==> config.mk <==
export PLATFORM = sky130hd
export DESIGN_NAME = tfn_div_stage
export DESIGN_NICKNAME = d
export VERILOG_FILES = /design/src/rtl/tfn_pkg.sv /design/src/rtl/tfn_div_stage.sv
export SDC_FILE = /design/constraint.sdc
export NUM_CORES = 1
export LEC_CHECK = 0
export ABC_AREA = 1
export CORE_MARGIN = 4
export CORE_UTILIZATION = 30
export CTS_CLUSTER_SIZE = 16
export DETAILED_ROUTE_END_ITERATION = 7
export DONT_BUFFER_PORTS = 1
export PLACE_DENSITY_LB_ADDON = 0.05
export SLEW_MARGIN = 30
export SYNTH_ARGS = -nofsm -noshare
export SYNTH_HDL_FRONTEND = slang
export SYNTH_SLANG_ARGS = --single-unit
==> constraint.sdc <==
create_clock -name clk -period 5.43 [get_ports clk]
set_input_delay 1.086 -clock clk [delete_from_list [all_inputs] [get_ports clk]]
set_output_delay 1.086 -clock clk [all_outputs]
set_load 0.005 [all_outputs]
==> src/rtl/tfn_pkg.sv <==
// Package with word types and width constants for the triangle face normal core.
`timescale 1ns / 1ps
`default_nettype none
package tfn_pkg;

  // Lanes per item: the three normal components.
  localparam int unsigned LANES    = 3;
  // Edge, product and cross product widths.
  localparam int unsigned EDGE_W   = 17;
  localparam int unsigned PROD_W   = 34;
  localparam int unsigned CROSS_W  = 35;
  localparam int unsigned MAG_W    = 34;
  // Squares and their sum stay below 2^68.
  localparam int unsigned SUM_W    = 68;
  localparam int unsigned REM_W    = 69;
  // Quotient floor(2^30 * m^2 / S) is at most 2^30.
  localparam int unsigned QUO_W    = 31;
  localparam int unsigned ROOT_W   = 16;
  localparam int unsigned TRIAL_W  = 34;
  localparam int unsigned COMP_W   = 16;
  // One pipeline stage per quotient bit and per root bit.
  localparam int unsigned DIV_STEPS  = 31;
  localparam int unsigned ROOT_STEPS = 16;

  typedef struct packed {
    logic signed [15:0] a_x;
    logic signed [15:0] a_y;
    logic signed [15:0] a_z;
    logic signed [15:0] b_x;
    logic signed [15:0] b_y;
    logic signed [15:0] b_z;
    logic signed [15:0] c_x;
    logic signed [15:0] c_y;
    logic signed [15:0] c_z;
  } in_word_t;

  typedef struct packed {
    logic signed [15:0] normal_x;
    logic signed [15:0] normal_y;
    logic signed [15:0] normal_z;
    logic               degenerate;
  } out_word_t;

  // Work carried through the long division stages.
  typedef struct packed {
    logic [LANES-1:0][REM_W-1:0] rem;
    logic [LANES-1:0][QUO_W-1:0] quo;
    logic [SUM_W-1:0]            sumsq;
    logic [LANES-1:0]            neg;
    logic                        degen;
  } div_word_t;

  // Work carried through the square root stages.
  typedef struct packed {
    logic [LANES-1:0][QUO_W-1:0]  rad;
    logic [LANES-1:0][ROOT_W-1:0] root;
    logic [LANES-1:0]             neg;
    logic                         degen;
  } root_word_t;

endpackage
`default_nettype wire

==> src/rtl/tfn_div_stage.sv <==
// One restoring division step per lane: yields one quotient bit of 2^30 * m^2 / S.
`timescale 1ns / 1ps
`default_nettype none
module tfn_div_stage (
  input  wire logic               clk,
  input  wire logic               rst_n,
  input  wire logic               en,
  input  wire logic               valid_in,
  input  wire tfn_pkg::div_word_t word_in,
  output logic                    valid_out,
  output tfn_pkg::div_word_t      word_out
);

  logic               valid_r;
  tfn_pkg::div_word_t word_r, word_nxt;

  // Compare and subtract the divisor, then shift the remainder up.
  always_comb begin
    logic [tfn_pkg::REM_W-1:0] diff;
    logic                      take;
    word_nxt = word_in;
    for (int k = 0; k < tfn_pkg::LANES; k++) begin
      take = (word_in.rem[k] >= 69'(word_in.sumsq));
      diff = take ? (word_in.rem[k] - 69'(word_in.sumsq)) : word_in.rem[k];
      word_nxt.rem[k] = {diff[tfn_pkg::REM_W-2:0], 1'b0};
      word_nxt.quo[k] = {word_in.quo[k][tfn_pkg::QUO_W-2:0], take};
    end
  end

  always_ff @(posedge clk) begin
    if (!rst_n) begin
      valid_r <= 1'b0;
    end else if (en) begin
      valid_r <= valid_in;
    end
  end

  always_ff @(posedge clk) begin
    if (en) begin
      word_r <= word_nxt;
    end
  end

  assign valid_out = valid_r;
  assign word_out  = word_r;

endmodule
`default_nettype wire

== Word-level counts from Yosys, hierarchy flattened ==
Cells that the tools add are included.
Operators by class
  $add $sub $neg: 3
  multiply operators: 0
  divide/modulo/power cells: 0
  order comparisons: 3
  equality and inequality tests: 0
  shift operators: 0
  mux-type cells: 3
  bitwise gates (word level): 0
  reductions and logical operators: 0
Operators with widths (count)
  $ge A69 B68 Y1: 3
  $mux W68: 3
  $sub A68 B68 Y68: 3
Storage, ports and cells
  flip-flop bits (word level): 370
  bits in latches: 0
  RAM bits: 0
  memory bits (read-only): 0
  input port bits: 376
  output and inout bits: 373
  word-level logic and storage cells: 19
  memories: 0

== Depth between registers and ports, before layout ==
Gate-level depths: netlist of the first run.
  word-level depth: 2
  mapped depth: 19
  gate-level depth less buffers: 17

== Worst setup path before layout of the first run ==
Ideal clock, no wire load.
  kind: input port to flip-flop
  start point: in word_in[303] (netlist bit)
  end point: reg word_r (netlist bit word_out[352]) (data pin)
  setup time: 253 ps
  data arrival time: 2778 ps
  slack: 2399 ps
  stages: 15
  path through: inv_1 ha_1 fa_1 o21ai_0 nand2_1 nand2_1 nand2_1 nand2_1 nand2_1 nand2_1 nand2_1 nand2_1 nand2_1 nand3_1 nand2_1
RTL lines
  from (decl): RTL line tfn_div_stage.sv:9  | input wire tfn_pkg::div_word_t word_in,
  to (signal assigned): RTL line tfn_div_stage.sv:40  | word_r <= word_nxt;
  to (decl): RTL line tfn_div_stage.sv:15  | tfn_pkg::div_word_t word_r, word_nxt;

==> results.cfg, run 1 <==
[layout]
final_common_cell = nand2_1
final_cells = 6262
layout.nets = 5412
seq_area_um2 = 11100
fin_area_um2 = 34800
drive_gt1_share_pct = 3.23
layout_common_cells = nand2_1, inv_1, nor2_1, edfxtp_1, nand3_1
fin_util_pct = 33.5
fillers = 11730
syn2layout_area_growth_pct = 10.3
multi_input_area_um2 = 16800

[global_route]
grt_max_degree = 372
grt_antenna_before_repair = 30
grt_pass1_vias = 29015
grt_usage_pct = 27.7
grt-ovfl-total = 0
grt_pass1_wl_um = 218000

[drt]
drt-initial-drc-count = 2133
ant_nets = 0
viasPerCell = 4.80
drc = 0
wl_per_cell_um = 25.5
vias = 30046
firstDrtPassIters = 8
wl_um = 160000

[hold_path]
min-delay-start = word_in[67]
worstHoldPathCells = 0
hold_end = word_out[67]
hold_path_class = in -> reg

[worst_setup_path]
r2r_slack_ns = 4.74
reg2reg_to = valid_out
arrival_ns = 4.51
r2r_cells = 2
critPathKind = in -> reg
r2r-start = valid_out
cp_max_fo = 71
cp_data_required_time_ns = 5.89
critPathLaunchType = primary input
cp-end-kind = register

[sta]
rsz0062_at_grt = no
hold_viol_final = 0
maxSlewViolCount = 183
tns_ns = 0
fmax_mhz = 247
setup_viol = 0
slew_headroom_pct = -34.3
setup_slack_ns = 1.39
finalCriticalPeriod_ns = 4.04
fin_crit_sh_pct = 74.5
hold-worst-slack_ns = 0.508
fin_worst_skew_ns = 0
tightest_slew_ns = 2.01

[cts]
clk_pin_slew_ns = 0.06
post-cts-setup-buffers = 0
cts_tree = done
h-tree-depth = 2
clkLatencyLatePin_ns = 0.62
cts_sinks = 370
cts_buffer_depth = 3
cts_resized = 0
cts_hold_buf = 0
numCtsBuffers = 45
root_buffer = clkbuf_16

[power]
pwr-share-comb_pct = 27.5
p_per_area_nw_per_um2 = 282
switchingPower_mw = 3.51
internal_power_mw = 6.29
clkPwrFrac_pct = 33.1
seqPwrFrac_pct = 39.4
irDropWorstVdd_mv = 0.236
p_leak_nw = 17.9
p_total_mw = 9.80
switching_share_pct = 35.8

[floorplan]
die_x_um = 332
ios = 749
rows = 118
coreArea_um2 = 104000
start_util_pct = 30.3
die_h_um = 332
fp.dieArea_um2 = 110000

[placement]
gp_congestion = 1.02
dp.cells = 6162
port_buffers = 0
placed_area_um2 = 33200
hpwl_um = 136000
dpl_worst_slack_ns = 0.726

[logic_synthesis]
synth.top_cells.by_area = edfxtp_1, nand2_1, inv_1
synth_top_area_share_pct = 35.1
ys_types = 31
yosysWarnings = 0
yosys.area.top_type = edfxtp_1
netlist_instances = 4799
synth_ff_type = edfxtp_1
synthArstFlopShare_pct = 0
seq_area_frac_synth_pct = 35.2
ys_ff_latch = 370
syn_area_um2 = 31500
synth_edf_count = 369
synth_area_per_cell_um2 = 6.57

[outcome]
violations = max-slew violations
status = finished, violations left

[flow_run]
max_cap_violations = 0
[critical path, cell delays in order]
cell     delay (ns)
inv_1          0.64
ha_1           0.35
nand2_1        0.12
nor2_1         0.24
nand2_1        0.16
nor2_1         0.17
nand2_1        0.15
inv_2          0.09
nand4_1        0.08
nand3_1        0.09
nor2_1         0.05
nand2_2        0.07
buf_4          0.67
nand3_1        0.35
nand2_1        0.17
[layer usage]
layer	track usage [%]	share of wire [%]	vias to the layer above
met5	0	0.052	-
met4	9.49	3.9	12
met1	33.5	41	13727
met2	46.2	46	1058
met3	9.32	9.1	180
li1	-	-	15069
[how the worst max path moves through the flow]
| stage | startpoint | endpoint | slack, ns | depth (start not counted) |
|---|---|---|---|---|
| floorplan | word_in[303] | word_out[352] | 2.40 | 15 |
| global placement | word_in[40] | word_out[184] | 0.75 | 16 |
| detailed placement | word_in[40] | word_out[184] | 0.73 | 16 |
| CTS | word_in[40] | word_out[184] | 1.39 | 16 |
| global route | word_in[42] | word_out[217] | 1.11 | 15 |
| finish | word_in[42] | word_out[217] | 1.39 | 15 |
[registers in the layout, summed over array words and instances, names as in the netlist]
register,cells
word_out,369
valid_out,1
[Yosys cell counts (19+ instances only)]
cell      instances
a21oi_1         228
buf_2            27
edfxtp_1        369
ha_1            204
inv_1           836
inv_2            32
nand2_1        2052
nand3_1         238
nand3b_1         43
nand4_1          31
nor2_1          386
nor2_2           20
nor3_1           26
nor4_1           19
o21ai_0         102
o21bai_1         26
xor2_1           98
[logic make-up after synthesis]
kind of cell,Yosys count,share of synthesized area (%)
other cells,1,0.0119
buf+inv,918,11.4
xor+xnor,105,2.92
simple gates,2835,36.2
flops,370,35.2
fa+ha+maj,207,8.28
compound gates,363,5.99
[power by group through the flow]
stage | Sequential [mW] | Combinational, mW | Clock [mW]
after global routing | 3.88 | 2.99 | 3.47
after CTS | 3.87 | 2.69 | 3.35
after floorplan | 3.78 | 1.75 | 0
after detailed placement | 3.92 | 2.68 | 0
after global placement | 3.93 | 2.68 | 0
final | 3.86 | 2.70 | 3.24
[cell type report]
type                    instances  share of cell area, %
multi-input cells            3513                   48.4
flip-flops and latches        370                   31.9
inverters                     873                   9.42
well taps                    1380                   4.96
clock buffers                  53                   3.32
clock inverters                28                   1.16
repair buffers                 26                  0.669
diodes                         19                  0.137
Note: power is estimated with default switching activity, not from simulation.
==> run 2: changes to the inputs <==
==> constraint.sdc (replaced) <==
create_clock -name clk -period 3.64 [get_ports clk]
set_input_delay 0.728 -clock clk [delete_from_list [all_inputs] [get_ports clk]]
set_output_delay 0.728 -clock clk [all_outputs]
set_load 0.005 [all_outputs]
==> run 2 against run 1 <==
The run still ends with max-slew violations left. Combinational power increased by 59%. Flip-flop and latch count unchanged. Critical path depth decreased by 2. Hold slack got worse by 0.35 ns. Via count increased by 2.0%. Clock skew unchanged. Clock power increased by 42%. Total power increased by 50%. Sequential power increased by 50%. Critical path type unchanged. Cell area increased by 4.6%. Global-route usage about the same.
==> results.cfg, run 2 (same netlist as run 1, synthesis figures left out) <==
[cts]
clk_pin_slew_ns = 0.06
root_buffer = clkbuf_16
cts_resized = 0
numCtsBuffers = 45
cts_sinks = 370
clkLatencyLatePin_ns = 0.63
cts_buffer_depth = 3
post-cts-setup-buffers = 0
h-tree-depth = 2
cts_hold_buf = 0
cts_tree = done

[sta]
finalCriticalPeriod_ns = 3.02
hold_viol_final = 0
rsz0062_at_grt = no
setup_viol = 0
setup_slack_ns = 0.623
maxSlewViolCount = 178
fmax_mhz = 331
tns_ns = 0
fin_crit_sh_pct = 82.9
tightest_slew_ns = 1.96
slew_headroom_pct = -30.7
fin_worst_skew_ns = 0

[worst_setup_path]
arrival_ns = 3.45
cp-end-kind = register
critPathLaunchType = primary input
cp_max_fo = 17
cp_data_required_time_ns = 4.07
critPathKind = in -> reg

[layout]
final_cells = 6439
syn2layout_area_growth_pct = 15.4
drive_gt1_share_pct = 6.80
fin_util_pct = 35.0
final_common_cell = nand2_1
multi_input_area_um2 = 16800
largest_register_ffs = 369
layout_common_cells = nand2_1, inv_1, nor2_1, edfxtp_1, nand3_1
fillers = 11715
layout.nets = 5591
seq_area_um2 = 11100

[global_route]
grt_antenna_before_repair = 19
grt_pass1_vias = 29335
grt_max_degree = 372
grt_pass1_wl_um = 219000
grt_usage_pct = 27.7
grt-ovfl-total = 0

[drt]
wl_per_cell_um = 24.8
viasPerCell = 4.76
vias = 30649
firstDrtPassIters = 5
drc = 0
wl_um = 160000
drt-initial-drc-count = 2101
ant_nets = 0

[floorplan]
die_h_um = 332
start_util_pct = 30.3
coreArea_um2 = 104000
die_x_um = 332
rows = 118
ios = 749
fp.dieArea_um2 = 110000

[placement]
gp_congestion = 1.01
dpl_worst_slack_ns = 0.0212
hpwl_um = 138000
port_buffers = 0
dp.cells = 6341

[outcome]
status = finished, violations left
violations = max-slew violations

[power]
p_per_area_nw_per_um2 = 403
p_leak_nw = 18.9
p_total_mw = 14.6
irDropWorstVdd_mv = 0.374

[flow_run]
max_cap_violations = 0

[hold_path]
hold_path_class = in -> reg
run 2: stage by stage:
| step | area (um2) | hold WS [ns] |
|---|---|---|
| 2_1_floorplan | 31500 | 0.525 |
| 3_3_place_gp | 34900 | 0.556 |
| 3_5_place_dp | 34900 | 0.557 |
| 4_1_cts | 36300 | 0.106 |
| 5_1_grt | 36300 | 0.116 |
| 6_report | 36400 | 0.157 |
run 2: path summary, 6_finish.rpt:
path	startpoint	end	slack (ns)	cells past startpoint
worst max-delay path	word_in[50]	word_out[180]	0.62	13
worst min-delay path	word_in[67]	word_out[67]	0.16	0
worst max register to register	valid_out	valid_out	2.94	2
worst min register to register	valid_out	valid_out	0.58	2
run 2: worst max-delay path, cell delays in order:
cell and delay [ns]:
inv_1 0.44, ha_1 0.40, a21oi_1 0.32, o21ai_0 0.20
nand2_1 0.10, nand2_1 0.07, a21oi_1 0.20, nand3_2 0.14
nand2_1 0.09, nand2_2 0.07, inv_2 0.32, nand2_1 0.09
nand2_1 0.25
run 2: area by class of cell:
type | instances | area share [%]
Tap cell | 1380 | 4.74
Clock buffer | 48 | 3.13
Timing Repair Buffer | 205 | 5.33
Antenna cell | 17 | 0.117
Multi-Input combinational cell | 3513 | 46.3
Sequential cell | 370 | 30.5
Inverter | 873 | 9.00
Clock inverter | 33 | 0.897
run 2: layer usage:
metal	GRT usage [%]	up-vias	part of all wire, %
met5	0	-	0.026
met4	7.55	6	3.0
met3	6.93	147	7.3
met2	47.4	971	48
met1	34.7	14089	42
li1	-	15436	-
run 2: report_power, final:
group	internal [mW]	leakage (nW)	switching, mW
Sequential	5.38	3.62	0.393
Combinational	1.39	14.6	2.89
Clock	2.58	0.720	2.01
