==> config.mk <==
export PLATFORM = sky130hd
export DESIGN_NAME = tfn_root_stage
export DESIGN_NICKNAME = d
export VERILOG_FILES = /design/src/rtl/tfn_pkg.sv /design/src/rtl/tfn_root_stage.sv
export SDC_FILE = /design/constraint.sdc
export NUM_CORES = 1
export LEC_CHECK = 0
export BUFFER_PORTS_ARGS = -buffer_cell sky130_fd_sc_hd__buf_2
export CAP_MARGIN = 20
export CORE_MARGIN = 1
export CORE_UTILIZATION = 51
export CTS_CLUSTER_SIZE = 12
export DETAILED_ROUTE_END_ITERATION = 16
export PLACE_DENSITY = 0.81
export SYNTH_ARGS = -nofsm -noshare
export SYNTH_HDL_FRONTEND = slang
export SYNTH_SLANG_ARGS = --single-unit
export TNS_END_PERCENT = 30
==> constraint.sdc <==
create_clock -name clk -period 4 [get_ports clk]
set_input_delay 1 -clock clk [delete_from_list [all_inputs] [get_ports clk]]
set_output_delay 1 -clock clk [all_outputs]
set_load 0.1 [all_outputs]
==> src/rtl/tfn_pkg.sv <==
// Package with word types and width constants for the triangle face normal core.
`timescale 1ns / 1ps
`default_nettype none
package tfn_pkg;

  // Lanes per item: the three normal components.
  localparam int unsigned LANES    = 3;
  // Edge, product and cross product widths.
  localparam int unsigned EDGE_W   = 17;
  localparam int unsigned PROD_W   = 34;
  localparam int unsigned CROSS_W  = 35;
  localparam int unsigned MAG_W    = 34;
  // Squares and their sum stay below 2^68.
  localparam int unsigned SUM_W    = 68;
  localparam int unsigned REM_W    = 69;
  // Quotient floor(2^30 * m^2 / S) is at most 2^30.
  localparam int unsigned QUO_W    = 31;
  localparam int unsigned ROOT_W   = 16;
  localparam int unsigned TRIAL_W  = 34;
  localparam int unsigned COMP_W   = 16;
  // One pipeline stage per quotient bit and per root bit.
  localparam int unsigned DIV_STEPS  = 31;
  localparam int unsigned ROOT_STEPS = 16;

  typedef struct packed {
    logic signed [15:0] a_x;
    logic signed [15:0] a_y;
    logic signed [15:0] a_z;
    logic signed [15:0] b_x;
    logic signed [15:0] b_y;
    logic signed [15:0] b_z;
    logic signed [15:0] c_x;
    logic signed [15:0] c_y;
    logic signed [15:0] c_z;
  } in_word_t;

  typedef struct packed {
    logic signed [15:0] normal_x;
    logic signed [15:0] normal_y;
    logic signed [15:0] normal_z;
    logic               degenerate;
  } out_word_t;

  // Work carried through the long division stages.
  typedef struct packed {
    logic [LANES-1:0][REM_W-1:0] rem;
    logic [LANES-1:0][QUO_W-1:0] quo;
    logic [SUM_W-1:0]            sumsq;
    logic [LANES-1:0]            neg;
    logic                        degen;
  } div_word_t;

  // Work carried through the square root stages.
  typedef struct packed {
    logic [LANES-1:0][QUO_W-1:0]  rad;
    logic [LANES-1:0][ROOT_W-1:0] root;
    logic [LANES-1:0]             neg;
    logic                         degen;
  } root_word_t;

endpackage
`default_nettype wire

==> src/rtl/tfn_root_stage.sv <==
// One integer square root step per lane: decides root bit BIT.
`timescale 1ns / 1ps
`default_nettype none
module tfn_root_stage #(
  parameter int unsigned BIT = 15
) (
  input  wire logic                clk,
  input  wire logic                rst_n,
  input  wire logic                en,
  input  wire logic                valid_in,
  input  wire tfn_pkg::root_word_t word_in,
  output logic                     valid_out,
  output tfn_pkg::root_word_t      word_out
);

  localparam logic [tfn_pkg::TRIAL_W-1:0] BIT_SQ = tfn_pkg::TRIAL_W'(1) << (2 * BIT);
  localparam logic [tfn_pkg::ROOT_W-1:0]  BIT_ONE = tfn_pkg::ROOT_W'(1) << BIT;

  logic                valid_r;
  tfn_pkg::root_word_t word_r, word_nxt;

  // (root + 2^b)^2 - root^2 = 2^(b+1) * root + 2^(2b), checked against D - root^2.
  always_comb begin
    logic [tfn_pkg::TRIAL_W-1:0] trial;
    word_nxt = word_in;
    for (int k = 0; k < tfn_pkg::LANES; k++) begin
      trial = (tfn_pkg::TRIAL_W'(word_in.root[k]) << (BIT + 1)) + BIT_SQ;
      if (trial <= tfn_pkg::TRIAL_W'(word_in.rad[k])) begin
        word_nxt.rad[k]  = word_in.rad[k] - trial[tfn_pkg::QUO_W-1:0];
        word_nxt.root[k] = word_in.root[k] | BIT_ONE;
      end
    end
  end

  always_ff @(posedge clk) begin
    if (!rst_n) begin
      valid_r <= 1'b0;
    end else if (en) begin
      valid_r <= valid_in;
    end
  end

  always_ff @(posedge clk) begin
    if (en) begin
      word_r <= word_nxt;
    end
  end

  assign valid_out = valid_r;
  assign word_out  = word_r;

endmodule
`default_nettype wire

Word-level counts from Yosys, hierarchy flattened
Cells that the tools add are included.
{ "op_classes": {"mux": 3, "magnitude_cmp": 3, "add_sub_neg": 6} }
{ "op_table": {"columns": ["op", "n"], "rows": [
  ["adder 32 x 31 -> 33 bit, second input constant", 3],
  ["<= comparator 33 x 31 -> 1 bit", 3],
  ["2-to-1 mux 31 bit", 3],
  ["subtractor 31 bit", 3]
]} }
{ "totals": {"wordCells": 24, "regBits": 146, "inputBits": 149} }

Longest topological paths before layout
Gate-level depths: netlist of the first run.
{ "depth": {"depth_word": 3, "depth_mapped": 11, "depth_no_buf": 11} }

Worst setup path before layout of the first run
No wires, ideal clock.
{ "synth_path": {"kind": "input port to flip-flop", "start": "in word_in[99] (netlist name)", "end": "reg word_r (netlist bit word_out[111]), data pin", "required_ns": 3.740, "setup_slack_ns": 0.546, "arrival_time_ns": 3.194, "cell_stages": 11, "path_cell_list": "inv_1 -> ha_1 -> inv_1 -> fa_1 -> a211oi_1 -> nor2_1 -> o41ai_1 -> o21a_1 -> mux2_2 -> xnor2_1 -> mux2i_1"} }
{ "synth_lines": {"columns": ["element", "line", "source"], "rows": [
  ["start: declaration", "tfn_root_stage.sv:11", "input wire tfn_pkg::root_word_t word_in,"],
  ["end signal: assignment", "tfn_root_stage.sv:45", "word_r <= word_nxt;"],
  ["end: declaration", "tfn_root_stage.sv:20", "tfn_pkg::root_word_t word_r, word_nxt;"]
]} }

==> results of run 1 <==
-- report_power, final --
group          leakage [nW]  switching, mW  internal (mW)
logic                  3.46           1.40          0.372
registers              1.43         0.0327           1.84
clock network         0.267          0.651          0.861
total                  5.15           2.08           3.07
-- metal layers --
layer | routed length (um) | track usage, % | share of wire (%) | vias to the layer above
met3 | 1270 | 5.25 | 6.3 | 32
met1 | 8350 | 28.1 | 41 | 3057
met4 | 360 | 9.40 | 1.8 | 2
met2 | 10200 | 40.1 | 50 | 252
li1 | - | - | - | 3192
met5 | 12 | 0 | 0.060 | -
-- layout by cell type (no fill, tap or decap), types with 3 or more instances in the layout --
| cell type | count |
|---|---|
| a211oi_1 | 7 |
| a21o_1 | 20 |
| a21oi_1 | 43 |
| and3_1 | 3 |
| and4_1 | 3 |
| buf_2 | 293 |
| buf_4 | 7 |
| clkbuf_16 | 17 |
| clkinvlp_4 | 3 |
| edfxtp_1 | 145 |
| fa_1 | 3 |
| ha_1 | 90 |
| inv_1 | 103 |
| inv_6 | 4 |
| mux2_2 | 12 |
| mux2i_1 | 36 |
| nand2_1 | 25 |
| nand2b_1 | 9 |
| nand3_1 | 11 |
| nand4_1 | 6 |
| nor2_1 | 29 |
| nor2b_1 | 7 |
| nor3_1 | 5 |
| nor4_1 | 11 |
| nor4b_1 | 3 |
| o211ai_1 | 6 |
| o21a_1 | 6 |
| o21ai_0 | 31 |
| o21bai_1 | 5 |
| o41ai_1 | 5 |
| xnor2_1 | 17 |
| xor2_1 | 15 |
-- through the flow --
| step | utilization (%) | total power [mW] |
|---|---|---|
| 2_1_floorplan | - | 3.31 |
| 3_3_place_gp | 63.6 | 3.65 |
| 3_5_place_dp | 63.6 | 3.67 |
| 4_1_cts | 67.0 | 5.18 |
| 5_1_grt | 67.0 | 5.34 |
| 6_report | 67.1 | 5.16 |
-- registers in the layout (all words and copies together), names as in the netlist --
register and flops:
word_out 145, valid_out 1
-- cells by family after synthesis --
group / after synthesis
adder cells (fa/ha/maj): 93
multiplexers: 49
buffers and inverters: 119
AND/OR/NAND/NOR: 123
XOR/XNOR: 32
flip-flops: 146
AO/OA/AOI/OAI: 146
-- layout make-up --
class / count / share of cell area [%]
Tap cell: 216 / 2.51
Clock buffer: 17 / 3.95
Sequential cell: 146 / 40.6
Multi-Input combinational cell: 443 / 33.7
Clock inverter: 15 / 1.24
Timing Repair Buffer: 302 / 14.4
Inverter: 103 / 3.59
Antenna cell: 1 / 0.0232
-- worst max-delay path: cells and delay by family --
family          cells  cell delay [ns]
compound gates      3             0.75
fa+ha+maj           2             0.62
mux                 2             0.44
buf+inv             4             0.43
xor+xnor            1             0.13
simple gates        1             0.11
-- how the worst max path moves through the flow --
stage | startpoint | endpoint | slack [ns] | cells past startpoint
5_1_grt | word_in[68] | word_out[80] | 0.47 | 12
2_1_floorplan | word_in[99] | word_out[111] | 0.55 | 11
6_report | word_in[99] | word_out[111] | 0.69 | 13
3_3_place_gp | word_in[99] | word_out[111] | 0.35 | 13
4_1_cts | word_in[130] | word_out[142] | 0.73 | 11
3_5_place_dp | word_in[96] | word_out[110] | 0.30 | 8
==> key figures, run 1 <==
Routing
  • First drt pass iteration count: 5
  • Number of DRC markers in iteration 0: 413
  • Antenna viol nets, final: 0
  • WL final: 20100 um
  • Avg WL per Cell: 16.2 um
  • DRC: 0
  • Via Count: 6535
  • Via density: 5.26

Placement
  • Cells after DPL: 1210
  • DP Area: 10200 sq um
  • DP HPWL: 15800 um
  • RD Place Congestion: 0.865
  • Setup WS pre-CTS: 0.304 ns
  • IO Port Bufs: 294

Cells and area
  • Fill cells: 1216
  • Area delta synth->final: 27.1%
  • Nets: 1255
  • Finished layout cell area: 10800 sq um
  • Multi-input gate area: 3630 sq um
  • Reg area: 4370 sq um
  • Layout cells sized above 1: 34.7%
  • Post-Layout Cell Count: 1243

Timing
  • TNS Setup: 0 ns
  • Max transition margin: 64.0%
  • Max-slew violations: 0
  • Maximum clock rate: 302 MHz
  • Clk_skew: 0 ns
  • Tcrit/Tclk final: 82.7%
  • Final Hold Fails: 0
  • RSZ-0062 raised after global routing: no
  • Post-route minimum period: 3.31 ns
  • Endpoints failing setup: 0
  • PnR worst setup slack: 0.693 ns
  • Fin Hold WS: 0.519 ns
  • Slew @ Worst Pin: 0.536 ns

Synth
  • Cells after Synth: 708
  • Post-synth EDFFs: 145
  • Mean Syn Cell Area: 12.0 sq um
  • Yosys top cell by area: edfxtp_1
  • Leading post-synthesis cells by cell area: edfxtp_1 (51%), ha_1 (13%), inv_1 (4.6%)
  • Area share of fa/ha/maj cells after synthesis: 14.0%
  • Fraction of registers with async set/reset: 0%
  • Post-synth top area share: 51.4%
  • Count leader, synth: edfxtp_1
  • Synth top cells by count: edfxtp_1 (145), inv_1 (103), ha_1 (90)
  • Compound-cell area share of the yosys netlist: 11.9%
  • Number of distinct library cells after synthesis: 62
  • Post-synthesis register bit count: 146
  • Synth Area in XOR/XNOR: 3.31%
  • Main synth FF type: edfxtp_1
  • Seq/Total Area, Yosys: 51.6%
  • Largest family of logic cells by synthesized area: adder cells
  • Mapped Area: 8480 sq um
  • Yosys warnings: 0
  • Post-synthesis mux area share: 5.98%
  • Simple logic cell fraction of the synthesized area: 7.65%
  • Syn_nets: 950

CTS
  • Clock Tree Buf Depth: 2
  • Htree depth: 4
  • Clk slew on worst S/H paths: 0.06 ns
  • Sink Count: 146
  • Number of buffers created by CTS: 17
  • Resized cells post-CTS: 0
  • Worst skew pair latency: 0.42 ns
  • Root Driver: clkbuf_16
  • CTS tree: done
  • Setup bufs post-CTS: 0
  • CTS Hold Bufs: 0

Worst setup path
  • Worst r2r src: valid_out
  • Critical setup path kind: primary input to register
  • Worst path most repeated cell: inv_1
  • Data required, critical path: 4.16 ns
  • Critical path arrival: 3.47 ns
  • Flop2flop setup slack: 3.42 ns
  • RR Endpoint: valid_out
  • CP Max Fanout: 3
  • CP endpoint kind: register
  • Slowest cell delay on critical path: 0.43 ns
  • Cells along the critical path: buf_2 -> inv_1 -> ha_1 -> inv_1 -> fa_1 -> a211oi_1 -> nor2_1 -> o41ai_1 -> buf_4 -> o21a_1 -> mux2_2 -> xnor2_1 -> mux2i_1
  • Critical-path cell with the highest stage delay: fa_1
  • Register-to-Register Path Depth: 2
  • CP Launch Type: primary input

Die
  • Die Span Y: 131 um
  • Core Box Area: 16100 sq um
  • DIE AREA: 17100 sq um
  • # IOs: 295
  • Die Wd: 131 um
  • Rows: 46
  • Initial Utilization: 52.8%

Hold path
  • Hold Path Sink: valid_out
  • HP Class: register to register
  • Hold path startpoint: valid_out
  • Hold path depth: 2

GRT
  • First-pass GRT wire length: 29800 um
  • GRT overflow: 0
  • Total Routing Usage GR: 23.2%
  • Number of global-route vias before repair: 6017
  • Pin count of the biggest net entering global routing: 66
  • Initial antenna violation count: 2

Power and ir drop
  • Leakage: 5.15 nW
  • P per Cell Area: 479 nW/um^2
  • Maximum vdd drop: 289 uV

Flow run
  • Max Cap Viol: 0

Outcome
  • Status: finished clean
Power figures use the tool's default switching activity.
==> inputs of run 2 (changes only) <==
==> constraint.sdc (replaced) <==
create_clock -name clk -period 3.4 [get_ports clk]
set_input_delay 0.85 -clock clk [delete_from_list [all_inputs] [get_ports clk]]
set_output_delay 0.85 -clock clk [all_outputs]
set_load 0.1 [all_outputs]
==> key figures, run 2 (synthesis results as in run 1) <==
Worst setup path
  • Critical path arrival: 3.26 ns
  • Crit path from: word_in[99]
  • CP Launch Type: primary input
  • Critical setup path kind: primary input to register
  • RR Endpoint: valid_out
  • CP Max Fanout: 3
  • Register-to-Register Path Depth: 2
  • Flop2flop setup slack: 2.81 ns
  • Worst setup path endpoint: word_out[111]
  • CP endpoint kind: register
  • Worst r2r src: valid_out
  • Data required, critical path: 3.57 ns

Placement
  • DP HPWL: 16100 um
  • Setup WS pre-CTS: -0.0621 ns
  • RD Place Congestion: 0.873
  • DP Area: 10400 sq um
  • IO Port Bufs: 294

Flow run
  • Max Cap Viol: 0

GRT
  • Initial antenna violation count: 1
  • Total Routing Usage GR: 23.8%
  • Number of global-route vias before repair: 6401
  • GRT overflow: 0
  • First-pass GRT wire length: 30700 um
  • Pin count of the biggest net entering global routing: 64

Routing
  • Antenna viol nets, final: 0
  • Via density: 5.25
  • DRC: 0
  • Via Count: 6651
  • WL final: 20500 um
  • First drt pass iteration count: 5
  • Avg WL per Cell: 16.1 um
  • Number of DRC markers in iteration 0: 324

Cells and area
  • Fill cells: 1166
  • # diodes: 0
  • Max reg flops: 145
  • Nets: 1281
  • Finished layout cell area: 11000 sq um
  • Commonest cells after routing, fill and taps aside: buf_2 (293), edfxtp_1 (145), inv_1 (103), ha_1 (90), a21oi_1 (43)
  • Layout cells sized above 1: 36.3%
  • Area delta synth->final: 29.7%
  • Most common cell after layout, fill and taps aside: buf_2

Power and ir drop
  • Leakage: 5.29 nW
  • Maximum vdd drop: 349 uV
  • P per Cell Area: 561 nW/um^2

Hold path
  • HP Class: register to register
  • Hold path depth: 2

Timing
  • Max transition margin: 60.8%
  • Post-route minimum period: 3.09 ns
  • Tcrit/Tclk final: 90.9%
  • Maximum clock rate: 324 MHz
  • Slew @ Worst Pin: 0.589 ns
  • Max-slew violations: 0
  • RSZ-0062 raised after global routing: no
  • Endpoints failing setup: 0
  • PnR worst setup slack: 0.309 ns
  • Fin Hold WS: 0.527 ns
  • Clk_skew: 0 ns
  • Final Hold Fails: 0

Die
  • Initial Utilization: 52.8%
  • DIE AREA: 17100 sq um
  • Die Wd: 131 um
  • # IOs: 295
  • Core Box Area: 16100 sq um
  • Die Span Y: 131 um
  • Rows: 46

Outcome
  • Status: finished clean

CTS
  • Worst skew pair latency: 0.42 ns
  • CTS tree: done
  • Sink Count: 146
  • Clk slew on worst S/H paths: 0.06 ns
  • Setup bufs post-CTS: 0
  • CTS Hold Bufs: 0
  • Number of buffers created by CTS: 17
  • Clock Tree Buf Depth: 2
  • Resized cells post-CTS: 0
  • Root Driver: clkbuf_16
  • Htree depth: 4
-- run 2: changes by cell type in the layout (fill, tap and decap cells not counted) --
cell / before / now
buf_12: 1 / 2
buf_4: 7 / 32
bufinv_16: 1 / 2
clkinv_2: 2 / 1
diode_2: 1 / 0
inv_6: 4 / 5
inv_8: 1 / 0
-- run 2: stage by stage --
stage               utilization (%)  setup TNS (ns)  total power [mW]  cells
global placement               64.9               0              4.34   1236
finish                         68.5               0              6.17   1268
global route                   68.5               0              6.39   1268
detailed placement             64.9         -0.0989              4.36   1236
floorplan                         -               0              3.90    708
CTS                            68.5               0              6.20   1268
-- run 2: layout make-up --
class / instances / area, sq um / area share (%)
Clock buffer: 17 / 425 / 3.87
Multi-Input combinational cell: 443 / 3630 / 33.0
Clock inverter: 15 / 156 / 1.42
Tap cell: 216 / 270 / 2.46
Inverter: 103 / 387 / 3.52
Sequential cell: 146 / 4370 / 39.8
Timing Repair Buffer: 328 / 1760 / 16.0
-- run 2: critical path, stage by stage --
cell,delay [ns]
buf_2,0.10
inv_1,0.06
ha_1,0.20
inv_1,0.07
fa_1,0.38
a211oi_1,0.24
nor2_1,0.11
o41ai_1,0.42
o21a_1,0.23
mux2_2,0.35
xnor2_1,0.14
mux2i_1,0.10
-- run 2: worst min-delay path by stage --
stage,start,to,slack (ns)
after floorplan,word_in[0],word_out[0],0.95
after global placement,valid_out,valid_out,0.49
after detailed placement,valid_out,valid_out,0.52
after CTS,valid_out,valid_out,0.53
after global routing,valid_out,valid_out,0.56
final,valid_out,valid_out,0.53
-- run 2: power by group --
part | total [mW] | switching [mW] | internal [mW]
clock network | 1.84 | 0.750 | 1.09
registers | 2.21 | 0.0401 | 2.17
logic | 2.13 | 1.66 | 0.471
-- run 2: metal layers --
metal  GRT usage [%]  vias to the layer above  part of all wire [%]
met4            9.67                        2                   2.0
met5               0                        -                 0.068
met3            5.17                       34                   5.9
li1                -                     3240                     -
met1            28.9                     3110                    41
met2            41.1                      265                    51
